<file path="src/cbpg_pkg.sv">
package cbpg_pkg;

  // coordinate width default, handed down from the top level
  localparam int CoordBitsDefault = 12;

  // segment count register
  localparam int SegBits = 6;
  localparam logic [SegBits-1:0] SegCountReset = 6'd50;

  // curve parameter t: unsigned, 16 fraction bits, covers 0..1 inclusive
  localparam int TFracBits = 16;
  localparam int TBits     = TFracBits + 1;

  // serial divider of 2^16 by the segment count, one quotient bit a cycle
  localparam int DivSteps = TBits;

  // evaluation pipeline depth, output register included
  localparam int PipeDepth = 7;

  // commands from the controller to the datapath
  typedef struct packed {
    logic load;        // latch control points, clear divider and t
    logic div_step;    // one restoring division step
    logic div_first;   // first division step shifts in the leading one
    logic issue;       // launch the point at the current t
    logic issue_last;  // launched point is the one at t = 1
  } cmd_t;

  // status from the datapath to the controller
  typedef struct packed {
    logic [SegBits-1:0] seg_n;      // effective segment count, never zero
    logic               advance;    // pipeline moves this cycle
    logic               last_done;  // final point of the curve taken downstream
  } status_t;

endpackage

</file>
<file path="src/cbpg_ctrl.sv">
module cbpg_ctrl (
  input  logic              clk,
  input  logic              rst,
  input  logic              s_tvalid,
  output logic              s_tready,
  output cbpg_pkg::cmd_t    cmd,
  input  cbpg_pkg::status_t status
);
  import cbpg_pkg::*;

  typedef enum logic [3:0] {
    ST_IDLE  = 4'b0001,
    ST_DIV   = 4'b0010,
    ST_RUN   = 4'b0100,
    ST_DRAIN = 4'b1000
  } state_t;

  state_t             state, state_next;
  logic [SegBits-1:0] cnt, cnt_next;

  // next state and commands
  always_comb begin
    state_next = state;
    cnt_next   = cnt;
    cmd        = '0;
    s_tready   = 1'b0;
    unique case (state)
      ST_IDLE: begin
        s_tready = 1'b1;
        if (s_tvalid) begin
          cmd.load   = 1'b1;
          cnt_next   = '0;
          state_next = ST_DIV;
        end
      end
      ST_DIV: begin
        cmd.div_step  = 1'b1;
        cmd.div_first = (cnt == '0);
        if (cnt == SegBits'(DivSteps - 1)) begin
          cnt_next   = '0;
          state_next = ST_RUN;
        end else begin
          cnt_next = cnt + 1'b1;
        end
      end
      ST_RUN: begin
        if (status.advance) begin
          cmd.issue      = 1'b1;
          cmd.issue_last = (cnt == status.seg_n);
          if (cnt == status.seg_n) begin
            state_next = ST_DRAIN;
          end else begin
            cnt_next = cnt + 1'b1;
          end
        end
      end
      ST_DRAIN: begin
        if (status.last_done) begin
          state_next = ST_IDLE;
        end
      end
      default: begin
        state_next = ST_IDLE;
      end
    endcase
  end

  always_ff @(posedge clk) begin
    if (rst) begin
      state <= ST_IDLE;
      cnt   <= '0;
    end else begin
      state <= state_next;
      cnt   <= cnt_next;
    end
  end

endmodule

</file>
<file path="config.mk">
export PLATFORM = sky130hd
export DESIGN_NAME = cbpg_ctrl
export DESIGN_NICKNAME = d
export VERILOG_FILES = /design/src/cbpg_pkg.sv /design/src/cbpg_ctrl.sv
export SDC_FILE = /design/constraint.sdc
export NUM_CORES = 1
export LEC_CHECK = 0
export ABC_AREA = 1
export BUFFER_PORTS_ARGS = -buffer_cell sky130_fd_sc_hd__buf_2
export CAP_MARGIN = 20
export CORE_MARGIN = 2
export CORE_UTILIZATION = 54
export DETAILED_ROUTE_END_ITERATION = 8
export GPL_TIMING_DRIVEN = 0
export PLACE_DENSITY = 0.74
export SLEW_MARGIN = 20
export SYNTH_ARGS = -nofsm -noshare
export SYNTH_HDL_FRONTEND = slang
export SYNTH_SLANG_ARGS = --single-unit
</file>
<file path="constraint.sdc">
create_clock -name clk -period 1.8 [get_ports clk]
set_clock_uncertainty 0.2 [all_clocks]
set_input_delay 0.09 -clock clk [delete_from_list [all_inputs] [get_ports clk]]
set_output_delay 0.09 -clock clk [all_outputs]
set_load 0.005 [all_outputs]
</file>
==> summary.md <==
| Metric | Value |
|---|---|
| Via Count | `around 920` |
| Top-count cell post-synth | `nand2_1` |
| Post-route clock period utilization | `0.951` |
| CTS Buf Count | `3` |
| ANT cells | `0` |
| Switching fraction of total power | `0.481` |
| Core ar. | `around 1700 um^2` |
| Min Tclk post-route | `roughly 1700 ps` |
| Critical path arrival | `around 1400 ps` |
| First-pass GRT wire length | `3450 um` |
| Ys async rst share | `0` |
| Setup TNS | `0 ps` |
| Pwr dens | `approximately 1100 nW/um^2` |
| Slew Viols, Final | `0` |
| Via density | `5.07` |
| Max VDD drop | `roughly 830 uV` |
| Worst-Skew Late Latency | `270 ps` |
| Crit path required time | `roughly 1500 ps` |
| EDFF count, synth | `0` |
| Synthesized flop and latch total | `10` |
| Worst path max stage delay | `300 ps` |
| Top-Level Pins | `17` |
| Synthesis warning total | `0` |
| Initial core utilization | `0.558` |
| Hold Path Sink | `cnt[1]` |
| Comb power frac | `0.562` |
| Slew headroom | `0.700` |
| Hold Startpoint | `rst` |
| Area Growth Syn to Fin | `17.4%` |
| Reg2Reg Launch Point | `cnt[3]` |
| MaxCap Viol Count | `0` |
| Pre-Repair DR Iteration Count | `4` |
| Critical-path cell list | `buf_2 > xor2_1 > nor2_2 > nand4_4 > nor2_1 > buf_2` |
| Root Driver | `clkbuf_4` |
| Iter 0 DRT Violations | `16` |
| DIE HEIGHT | `roughly 46 um` |
| CTS sink count | `10` |
| Worst R2R End | `cnt[1]` |
| Switching pwr | `about 600 uW` |
| Synth cell types | `24` |
| R2R cell count | `9` |
| CTS tree | `done` |
| Worst setup SP type | `register` |
| Count of final hold-check violations | `0` |
| Crit Path Max Fanout | `7` |
| Share of layout cells above drive strength 1 | `0.345` |
| Synth area leader | `dfxtp_1` |
| CP endpoint kind | `output pin` |
| Rows | `15` |
| Nets | `179` |
| GRT Resource Usage Total | `0.231` |
| Syn_nets | `between 150 and 200` |
| Total Power | `approximately 1.2 mW` |
| Routed len/inst | `approximately 12 um` |
| Max Root-Sink Buffers | `2` |
| RSZ-0062 raised after global routing | `no` |
| Syn_area_per_cell | `approximately 6.5 um^2` |
| Seq pwr share | `0.269` |
| Post-synth top cells | `nand2_1, nand3_1, inv_1, nor2_1, dfxtp_1` |
| Critical Path Slowest Stage Cell | `dfxtp_1` |
| Int Pwr | `638 uW` |
| Initial antenna violation count | `0` |
| Reg2Reg Setup Slack | `roughly 100 ps` |
| Predominant post-synthesis flop cell | `dfxtp_1` |
| Die Wd | `approximately 46 um` |
| Clock share of power | `0.169` |
| Post-synth top area share | `0.215` |
| Crit-path most repeated cell | `buf_2` |
| Post-route ant nets | `0` |
| Final wirelength | `approximately 2100 um` |
| Pleak | `approximately 0.59 nW` |
| Final setup vio count | `0` |
| Post-Syn Area | `between 900 and 1000 um^2` |
| Routability cong. | `0.779` |
| Htree depth | `1` |
| Post-DP HPWL | `~1600 um` |
| Synth area leaders | `dfxtp_1, nand2_1, nand3_1` |
| Drc violations | `0` |
| CP Class | `reg2out` |
| Cell count after synthesis | `roughly 140` |
| Die area | `slightly above 2000 um^2` |
| Status | `completed` |
| Peak Freq | `about 600 MHz` |
| Gr ovfl total | `0` |
| Largest net degree at the start of global routing | `10` |
| Reg clk slew, reported paths | `~70 ps` |
| Number of I/O port buffers | `15` |
| Vias in the first global route | `slightly above 800` |
| Worst min path class | `in2reg` |
| Hold depth | `2` |
| Sequential cell area fraction in the yosys report | `0.215` |
| Least-Margin Pin Slew | `between 400 and 500 ps` |
-- worst max path at each step --
stage / from / to / slack, ps
global placement: state[2] / cnt[3] / 210
detailed placement: cnt[3] / cnt[1] / 180
CTS: cnt[3] / cmd[0] / 70
finish: cnt[3] / cmd[0] / 90
floorplan: cnt[3] / cnt[0] / 360
global route: cnt[0] / cmd[0] / 10
-- power groups by stage --
stage / combinational, mW / clock (mW) / sequential, mW
after CTS: 0.683 / 0.208 / 0.325
after floorplan: 0.546 / 0 / 0.318
final: 0.691 / 0.208 / 0.331
after detailed placement: 0.678 / 0 / 0.330
after global placement: 0.657 / 0 / 0.328
after global routing: 0.768 / 0.217 / 0.338
-- stage by stage --
| stage | hold slack, ps | instance area [um^2] | worst slack [ps] | utilization | instances |
|---|---|---|---|---|---|
| after global routing | 28.5 | 1090 | 12.3 | 0.655 | 182 |
| after global placement | 226 | 1030 | 208 | 0.616 | 176 |
| final | 0.811 | 1090 | 87.3 | 0.655 | 182 |
| after CTS | 3.15 | 1080 | 73.8 | 0.648 | 182 |
| after floorplan | 79.6 | 932 | 362 | - | 144 |
| after detailed placement | 226 | 1030 | 177 | 0.616 | 176 |
-- cell usage in the layout, fill, tap and decap left out, types with 2 or more instances in the layout --
cell type,instances
ha_1,2
nand3_2,2
nand4_1,3
xor2_1,3
inv_1,17
nand3_1,19
nor2_8,2
nor2_2,5
nand2_4,3
nor2_1,11
buf_2,16
dfxtp_1,9
inv_2,7
nand2_1,38
a21oi_1,2
nor2_4,3
clkbuf_4,3
a21oi_2,4
nand2_2,6
buf_4,2
-- cell families (layout without fill, tap and decap cells) --
family,after synthesis,after routing,synth area share
buffers and inverters,27,48,0.114
adders and majority gates,2,2,0.0268
and+or+nand+nor,94,94,0.554
xor gates and xnor gates,3,3,0.0282
AOI/OAI and AO/OA,8,8,0.0617
DFF,10,10,0.215
-- sequential cells by signal, summed over array words and instances, names as in the netlist --
name,count
state,4
cnt,6
-- metal layers --
metal,part of all wire,vias up,GRT usage
li1,-,490,-
met1,0.46,402,0.318
met2,0.48,25,0.377
met3,0.046,5,0.0238
met4,0.012,0,0.0706
met5,0,-,0
-- area by class of cell --
cell class	count	area (um^2)
plain buffers	3	16.3
clock buffers	4	36.3
fillers	161	576
inverters	24	90.1
multi-input cells	107	637
flip-flops and latches	10	201
well taps	17	21.3
repair buffers	17	92.6
-- critical path, delay by kind of cell, from the launching register on --
kind                   cells  cell delay, ps
AND/OR/NAND/NOR            3             410
XOR/XNOR                   1             180
buffers and inverters      2             270
flip-flops                 1             300
-- timing repair --
item,CTS,global route
setup endpoints to repair,1,4
hold endpoints to repair,1,0
resized for setup,0,3
pin swaps,1,0
setup buffers,1,0
gates cloned,0,0
hold buffers,1,0
(Power assumes the default switching activity.)
